## config.mk

```make
export PLATFORM = sky130hd
export DESIGN_NAME = epci_cell
export DESIGN_NICKNAME = d
export VERILOG_FILES = /design/src/hw/rtl/exact_palette_color_indexer_assert.svh /design/src/hw/rtl/epci_pkg.sv /design/src/hw/rtl/epci_cell.sv
export SDC_FILE = /design/constraint.sdc
export NUM_CORES = 1
export LEC_CHECK = 0
export BUFFER_PORTS_ARGS = -buffer_cell sky130_fd_sc_hd__buf_2
export CELL_PAD_IN_SITES_DETAIL_PLACEMENT = 1
export CELL_PAD_IN_SITES_GLOBAL_PLACEMENT = 1
export CORE_MARGIN = 3
export CORE_UTILIZATION = 38
export CTS_CLUSTER_SIZE = 12
export DETAILED_ROUTE_END_ITERATION = 10
export GPL_ROUTABILITY_DRIVEN = 0
export HOLD_SLACK_MARGIN = 0.05
export PLACE_DENSITY = 0.75
export SETUP_SLACK_MARGIN = 0.02
export SYNTH_ARGS = -nofsm -noshare
export SYNTH_HDL_FRONTEND = slang
export SYNTH_SLANG_ARGS = --single-unit
```

## constraint.sdc

```tcl
create_clock -name clk -period 2.7 [get_ports clk]
set_input_delay 0.135 -clock clk [delete_from_list [all_inputs] [get_ports clk]]
set_output_delay 0.135 -clock clk [all_outputs]
set_load 0.005 [all_outputs]
```

## src/hw/rtl/exact_palette_color_indexer_assert.svh

```systemverilog
// Assertion macros used by the palette indexer top level.
`ifndef EXACT_PALETTE_COLOR_INDEXER_ASSERT_SVH
`define EXACT_PALETTE_COLOR_INDEXER_ASSERT_SVH
`ifndef NO_ASSERTIONS
// Checks a property at every clock edge outside reset.
`define EPCI_ASSERT(lbl, prop, msg) \
  lbl: assert property (@(posedge clk) disable iff (rst) (prop)) else $error(msg);
// Checks that a condition is followed by another in the next cycle.
`define EPCI_ASSERT_NEXT(lbl, pre, post, msg) \
  lbl: assert property (@(posedge clk) disable iff (rst) (pre) |=> (post)) else $error(msg);
`else
`define EPCI_ASSERT(lbl, prop, msg)
`define EPCI_ASSERT_NEXT(lbl, pre, post, msg)
`endif
`endif

```

## src/hw/rtl/epci_pkg.sv

```systemverilog
// Shared types and constants of the palette color indexer.
`timescale 1ns / 1ps
`default_nettype none
package epci_pkg;

  localparam int COLOR_W     = 24;
  localparam int CHAN_W      = 8;
  localparam int INDEX_W     = 8;
  localparam int COUNT_W     = 9;
  localparam int INDEX_LIMIT = 256;

  // One pixel word on the input channel.
  typedef struct packed {
    logic              first_of_image;
    logic [CHAN_W-1:0] red;
    logic [CHAN_W-1:0] green;
    logic [CHAN_W-1:0] blue;
  } pixel_t;

  // One result word on the output channel.
  typedef struct packed {
    logic [INDEX_W-1:0] color_index;
    logic               is_new_color;
    logic               full_miss;
    logic [COUNT_W-1:0] colors_held;
  } result_t;

  // Search status handed from one cell to the next.
  typedef struct packed {
    logic               active;
    logic               found;
    logic               added;
    logic [INDEX_W-1:0] index;
  } link_t;

endpackage
`default_nettype wire

```

## src/hw/rtl/epci_cell.sv

```systemverilog
// One palette table entry with its compare and append logic.
`timescale 1ns / 1ps
`default_nettype none
module epci_cell #(
  parameter int CELL_INDEX = 0
) (
  input  wire                       clk,
  input  wire                       rst,
  input  wire                       enable,
  input  wire [epci_pkg::COLOR_W-1:0] color,
  input  wire [epci_pkg::COUNT_W-1:0] count,
  input  epci_pkg::link_t           link_in,
  output epci_pkg::link_t           link_out
);
  import epci_pkg::*;

  localparam logic [COUNT_W-1:0] MY_POS   = COUNT_W'(CELL_INDEX);
  localparam logic [INDEX_W-1:0] MY_INDEX = INDEX_W'(CELL_INDEX);

  logic [COLOR_W-1:0] entry;
  logic               searching;
  logic               hit;
  logic               claim;
  link_t              link_next;

  // A live entry that matches ends the search; the first free slot takes a new color.
  assign searching = link_in.active && !link_in.found;
  assign hit       = searching && (MY_POS < count) && (entry == color);
  assign claim     = searching && (MY_POS == count);

  always_comb begin
    link_next        = link_in;
    link_next.found  = link_in.found | hit | claim;
    link_next.added  = link_in.added | claim;
    if (hit || claim) begin
      link_next.index = MY_INDEX;
    end
  end

  // The entry is written only when this cell appends the color.
  always_ff @(posedge clk) begin
    if (enable && claim) begin
      entry <= color;
    end
  end

  // Hand the search status to the next cell.
  always_ff @(posedge clk) begin
    if (rst) begin
      link_out.active <= 1'b0;
    end else if (enable) begin
      link_out.active <= link_next.active;
    end
    if (enable) begin
      link_out.found <= link_next.found;
      link_out.added <= link_next.added;
      link_out.index <= link_next.index;
    end
  end

endmodule
`default_nettype wire

```

==> summary.txt, run 1 <==
Run status
  • Outcome: complete, no violations

Yosys
  • Sequential share of the synthesized area: 70.3%
  • Post-Syn Nets: 134
  • Syn. warnings: 0
  • Syn Std Cell Area: 0.00148 mm²
  • Yosys reg bits: 35
  • Mapped Avg Cell Area: 17.0 µm²
  • Synth unique cells: 18
  • Gate Count Post-Synth: 87

Timing
  • Unrepaired setup endpoints after global routing: false
  • Worst Clk Skew: 0.00439 ns
  • Final Max Tran Viols: 0
  • Final Critical Period: 1.93 ns
  • Hold violation count in the final report: 0
  • Max Fclk: 518 MHz
  • Setup TNS Final: 0 ns
  • Final Setup Violations: 0
  • Slew @ Worst Pin: 0.300 ns
  • Tcrit/Tclk final: 71.5%
  • Slew margin rel.: 79.9%

Layout
  • Fillers: 399
  • Commonest non-fill, non-tap cell in the layout: buf_2
  • Ant. Diodes: 0
  • Most frequent cells in the layout: 57 x buf_2, 34 x edfxtp_1, 21 x xnor2_1
  • Area Growth Syn to Fin: 37.2%
  • Final Non-Filler Cells: 212
  • Share of cells above drive strength 1: 42.1%
  • Final net count: 211

Worst setup path
  • Worst Setup SP: color[1]
  • Data arrival time of the worst path: 1.97 ns
  • Worst setup SP type: input pin
  • Critical path type: input pin to flip-flop
  • Reg-to-reg startpoint: entry[7]
  • Worst setup EP type: flip-flop
  • WP data required: 2.74 ns
  • Worst r2r path cells: 5
  • Crit Path Max Fanout: 9

Placement
  • Placed insts: 193
  • # port buffers: 57
  • Detailed Place HPWL: 2.52 mm

Hold path
  • Worst Hold Class: input pin to flip-flop
  • Hold Startpoint: color[6]
  • Hold path depth: 1

Clock network
  • Clk root buf: clkbuf_8
  • CTS H-tree depth: 2
  • Post-CTS setup buffers: 0
  • Clock transition at path regs: 0.06 ns
  • Clock Sinks: 35
  • TritonCTS clock tree: done
  • CTS resizes: 0
  • Num CTS Buffers: 5
  • Max clock buf depth: 2
  • Post-CTS Hold Buffers: 8
  • Worst-Skew Late Latency: 0.28 ns

Global routing
  • Vias in the first global route: 1073
  • Total global-route track usage: 15.5%
  • Gr ovfl total: 0
  • Global-route wire length before repair: 4.93 mm
  • Initial antenna violation count: 0
  • Largest net degree at the start of global routing: 25

Floorplanning
  • Width of the die: 68.4 µm
  • Number of cell rows: 22
  • Die Footprint: 0.00468 mm²
  • Total core area: 0.00372 mm²
  • I/O pin count: 58
  • Die height: 68.4 µm
  • Starting Density: 39.8%

Route
  • Routed len/inst: 15.2 µm
  • Initial DRC count: 36
  • TritonRoute pass-1 iters: 4
  • Drt via density: 4.65
  • Antenna viol nets, final: 0
  • Drc violations: 0
  • WL final: 3.23 mm
  • Vias: 985

Power and ir drop
  • PD cells: 521 mW/mm²
  • Clock Power Share: 32.0%
  • Gate power share: 10.0%
  • Leak Pwr: 0.765 nW
  • Seq pwr share: 58.0%
  • Int Pwr: 842 µW
  • Psw: 215 µW
  • Switch share: 20.3%
  • Maximum VDD drop: 0.000290 V

Run
  • Max Cap Viol: 0
## area by class of cell
type / count / area (µm²) / area share [%]
flip-flops and latches: 35 / 1040 / 51.3
multi-input cells: 52 / 439 / 21.6
repair buffers: 70 / 413 / 20.3
clock buffers: 5 / 68.8 / 3.39
well taps: 48 / 60.1 / 2.96
clock inverters: 2 / 8.76 / 0.431
## metrics by stage
stage | worst slack [ns] | hold slack, ns | utilization (%) | instance area, µm² | total power, mW
after floorplan | 0.805 | 0.207 | - | 1480 | 0.655
after global placement | 0.926 | 0.293 | 49.3 | 1830 | 0.711
after detailed placement | 0.835 | 0.301 | 49.3 | 1830 | 0.719
after CTS | 0.780 | 0.0502 | 53.6 | 1990 | 1.07
after global routing | 0.667 | 0.0510 | 54.6 | 2030 | 1.11
final | 0.770 | 0.0593 | 54.6 | 2030 | 1.06
## Yosys cell counts
cell type / number / area, µm²
edfxtp_1: 34 / 1020
a41oi_4: 1 / 27.5
xor2_1: 3 / 26.3
dfxtp_1: 1 / 20.0
nand3_1: 1 / 5.00
nand3b_1: 1 / 7.51
and2_1: 9 / 56.3
nand4_1: 5 / 31.3
or2_1: 1 / 6.26
nor3_1: 1 / 5.00
nand2b_1: 1 / 6.26
nor4_4: 1 / 21.3
nor3_4: 1 / 16.3
xnor2_1: 21 / 184
nor4_2: 1 / 12.5
mux2i_1: 1 / 10.0
nor2_1: 3 / 11.3
nor3b_2: 1 / 12.5
## critical path, cell delays in order
cell and delay [ns]:
dlygate4sd3_1 0.55, buf_2 0.14, xnor2_1 0.19, nand4_1 0.17, nor4_4 0.36, a41oi_4 0.21
and2_1 0.22
## routing by layer
metal	track usage [%]	wire (µm)	vias up
li1	-	-	472
met1	16.1	1210	466
met2	27.2	1720	37
met3	4.93	177	10
met4	9.18	120	0
met5	0	0	-
## logic make-up (layout without fill, tap and decap cells)
logic type	after synthesis	in the layout	synth area share [%]
AO/OA/AOI/OAI	1	1	1.86
XOR/XNOR	24	24	14.2
buffers and inverters	0	77	0
flip-flops	35	35	70.3
multiplexers	1	1	0.676
AND/OR/NAND/NOR	26	26	12.9
## power groups by stage
stage               registers [mW]  logic (mW)  clock network [mW]
floorplan                    0.627      0.0275                   0
global placement             0.624      0.0873                   0
detailed placement           0.625      0.0937                   0
CTS                          0.613       0.103               0.355
global route                 0.614       0.118               0.378
finish                       0.613       0.106               0.338
## state kept, by name (all words and copies together), names as in the netlist
| register | count |
|---|---|
| entry | 24 |
| link_out | 11 |
## worst paths after layout
kind	slack [ns]	end
setup / recovery	0.77	link_out[1]
hold / removal	0.06	entry[6]
hold reg to reg	0.52	link_out[10]
setup reg to reg	0.90	link_out[1]
(Power assumes the default switching activity.)
==> run 2: changes to the inputs <==
CORE_UTILIZATION = 34   (was 38)
PLACE_DENSITY = 0.71   (was 0.75)
clock period = 1.72 ns   (was 2.7 ns; I/O delays follow)
==> run 2 against run 1 <==
Against the previous run:
- sequential power increased by 57%
- global-route usage decreased by 0.93 points
- final cell count increased by 8.0%
- register-to-register slack got worse by 0.88 ns
- first-iteration DRC count decreased by 11%
- critical endpoint unchanged
- setup slack got worse by 0.75 ns
- wire length increased by 1.5%
- flip-flop and latch count unchanged
- die area increased by 11%
==> summary.txt, run 2 (synthesized netlist as in run 1, its figures left out) <==
Run status
  • Outcome: complete, no violations (unchanged)

Layout
  • Top Registers: entry x24, link_out x11 (unchanged)
  • Largest reg by FF count: entry (unchanged)
  • Most frequent cells in the layout: 57 x buf_2, 34 x edfxtp_1, 25 x dlygate4sd3_1 (was 57 x buf_2, 34 x edfxtp_1, 21 x xnor2_1)
  • Share of cells above drive strength 1: 41.9% (was 42.1%)
  • Ant. Diodes: 0 (unchanged)
  • Area Growth Syn to Fin: 50.8% (was 37.2%)
  • Final net count: 225 (was 211)
  • Fillers: 424 (was 399)
  • Commonest non-fill, non-tap cell in the layout: buf_2 (unchanged)
  • Largest register FFs: 24 (unchanged)
  • Layout Utilization: 54.6% (about the same)

Timing
  • Hold violation count in the final report: 0 (unchanged)
  • Max Fclk: 589 MHz
  • Worst hold margin: 0.0628 ns (was 0.0593 ns)
  • Setup TNS Final: 0 ns (unchanged)
  • Worst Clk Skew: 0.00738 ns (was 0.00439 ns)
  • Final Critical Period: 1.70 ns
  • Worst setup margin: 0.0212 ns (was 0.770 ns)
  • Slew margin rel.: 80.2% (was 79.9%)
  • Slew @ Worst Pin: 0.295 ns (was 0.300 ns)
  • Final Max Tran Viols: 0 (unchanged)
  • Final Setup Violations: 0 (unchanged)
  • Tcrit/Tclk final: 98.8%
  • Unrepaired setup endpoints after global routing: true (was false)

Worst setup path
  • Critical path buffer and inverter count: 0 (was 2)
  • Worst setup SP type: flip-flop (was input pin)
  • Worst path top cell family by delay: simple AND/OR/NAND/NOR gates (unchanged)
  • WP data required: 1.76 ns (was 2.74 ns)
  • Slowest stage delay, CP: 0.38 ns (was 0.55 ns)
  • Worst Setup SP: entry[11] (was color[1])
  • Worst setup EP type: flip-flop (unchanged)
  • CP max stage cell: edfxtp_1 (was dlygate4sd3_1)
  • Data arrival time of the worst path: 1.74 ns (was 1.97 ns)
  • CP Cell Sequence: xnor2_1 > nand4_1 > nor4_4 > a41oi_4 > and2_1 (was dlygate4sd3_1 > buf_2 > xnor2_1 > nand4_1 > nor4_4 > a41oi_4 > and2_1)
  • Crit Path Max Fanout: 9 (unchanged)
  • Critical path type: flip-flop to flip-flop (was input pin to flip-flop)
  • Reg-to-reg startpoint: entry[11] (was entry[7])

Hold path
  • Hold Startpoint: link_in[8] (was color[6])
  • Worst Hold Class: input pin to flip-flop (unchanged)

Global routing
  • Total global-route track usage: 14.6% (was 15.5%)
  • Largest net degree at the start of global routing: 25 (unchanged)
  • Vias in the first global route: 1213 (was 1073)
  • Global-route wire length before repair: 5.54 mm (was 4.93 mm)
  • Initial antenna violation count: 0 (unchanged)
  • Gr ovfl total: 0 (unchanged)

Power and ir drop
  • Maximum VDD drop: 0.000452 V (was 0.000290 V)
  • PD cells: 831 mW/mm² (was 521 mW/mm²)
  • Leak Pwr: 0.856 nW (was 0.765 nW)
  • Power Total: 1.86 mW (was 1.06 mW)

Route
  • Drc violations: 0 (unchanged)
  • TritonRoute pass-1 iters: 4 (unchanged)
  • Vias: 1018 (was 985)
  • Antenna viol nets, final: 0 (unchanged)
  • Routed len/inst: 14.3 µm (was 15.2 µm)
  • Initial DRC count: 32 (was 36)
  • Drt via density: 4.45 (was 4.65)
  • WL final: 3.27 mm (was 3.23 mm)

Clock network
  • Worst-Skew Late Latency: 0.28 ns (about the same)
  • Num CTS Buffers: 5 (unchanged)
  • Clock transition at path regs: 0.07 ns (was 0.06 ns)
  • Clock Sinks: 35 (unchanged)
  • CTS H-tree depth: 2 (unchanged)
  • Post-CTS setup buffers: 0 (unchanged)
  • Max clock buf depth: 2 (unchanged)
  • TritonCTS clock tree: done (unchanged)
  • Clk root buf: clkbuf_8 (unchanged)

Floorplanning
  • Die height: 72.0 µm (was 68.4 µm)
  • Starting Density: 36.2% (was 39.8%)
  • Width of the die: 72.0 µm (was 68.4 µm)
  • Number of cell rows: 23 (was 22)
  • I/O pin count: 58 (unchanged)
  • Total core area: 0.00409 mm² (was 0.00372 mm²)
  • Die Footprint: 0.00518 mm² (was 0.00468 mm²)

Placement
  • Detailed Place HPWL: 2.38 mm (was 2.52 mm)
  • # port buffers: 57 (unchanged)
  • Post-Place Setup Slack: -0.0111 ns (was 0.835 ns)

Run
  • Max Cap Viol: 0 (unchanged)
==> run 2: layout make-up <==
type,count,area (µm²),share of cell area [%]
clock buffer,5,68.8,3.08
timing repair buffer,84,563,25.2
sequential,35,1040,46.6
multi-input combinational,52,458,20.5
tap,50,62.6,2.80
clock inverter,3,38.8,1.74
==> run 2: routing by layer <==
| layer | part of all wire (%) | track usage [%] | routed length [µm] |
|---|---|---|---|
| met3 | 4.8 | 4.85 | 156 |
| met4 | 1.7 | 5.64 | 57 |
| met5 | 0 | 0 | 0 |
| met2 | 58 | 27.8 | 1890 |
| met1 | 36 | 14.5 | 1170 |
==> run 2: path summary, 6_finish.rpt <==
path | end | slack [ns] | cells past startpoint
worst max-delay path | link_out[1] | 0.02 | 5
worst min-delay path | link_out[8] | 0.06 | 2
worst max register to register | link_out[1] | 0.02 | 5
worst min register to register | link_out[10] | 0.51 | 2
==> run 2: power by group <==
part	total, mW	internal (mW)	leakage (nW)	switching, mW
registers	0.961	0.957	0.322	0.00470
clock network	0.705	0.424	0.0556	0.281
logic	0.189	0.118	0.479	0.0713
==> run 2: timing repair <==
item / in CTS / in global routing
setup endpoints to repair: 8 / 8
resized for setup: 1 / 2
hold endpoints to repair: 25 / 1
pin swaps: 2 / 1
hold buffers: 24 / 1
==> run 2: stage by stage <==
| stage | std cells | instance area (µm²) |
|---|---|---|
| 6_report | 229 | 2230 |
| 5_1_grt | 229 | 2230 |
| 4_1_cts | 228 | 2210 |
| 3_5_place_dp | 196 | 1860 |
| 3_3_place_gp | 196 | 1860 |
| 2_1_floorplan | 87 | 1480 |
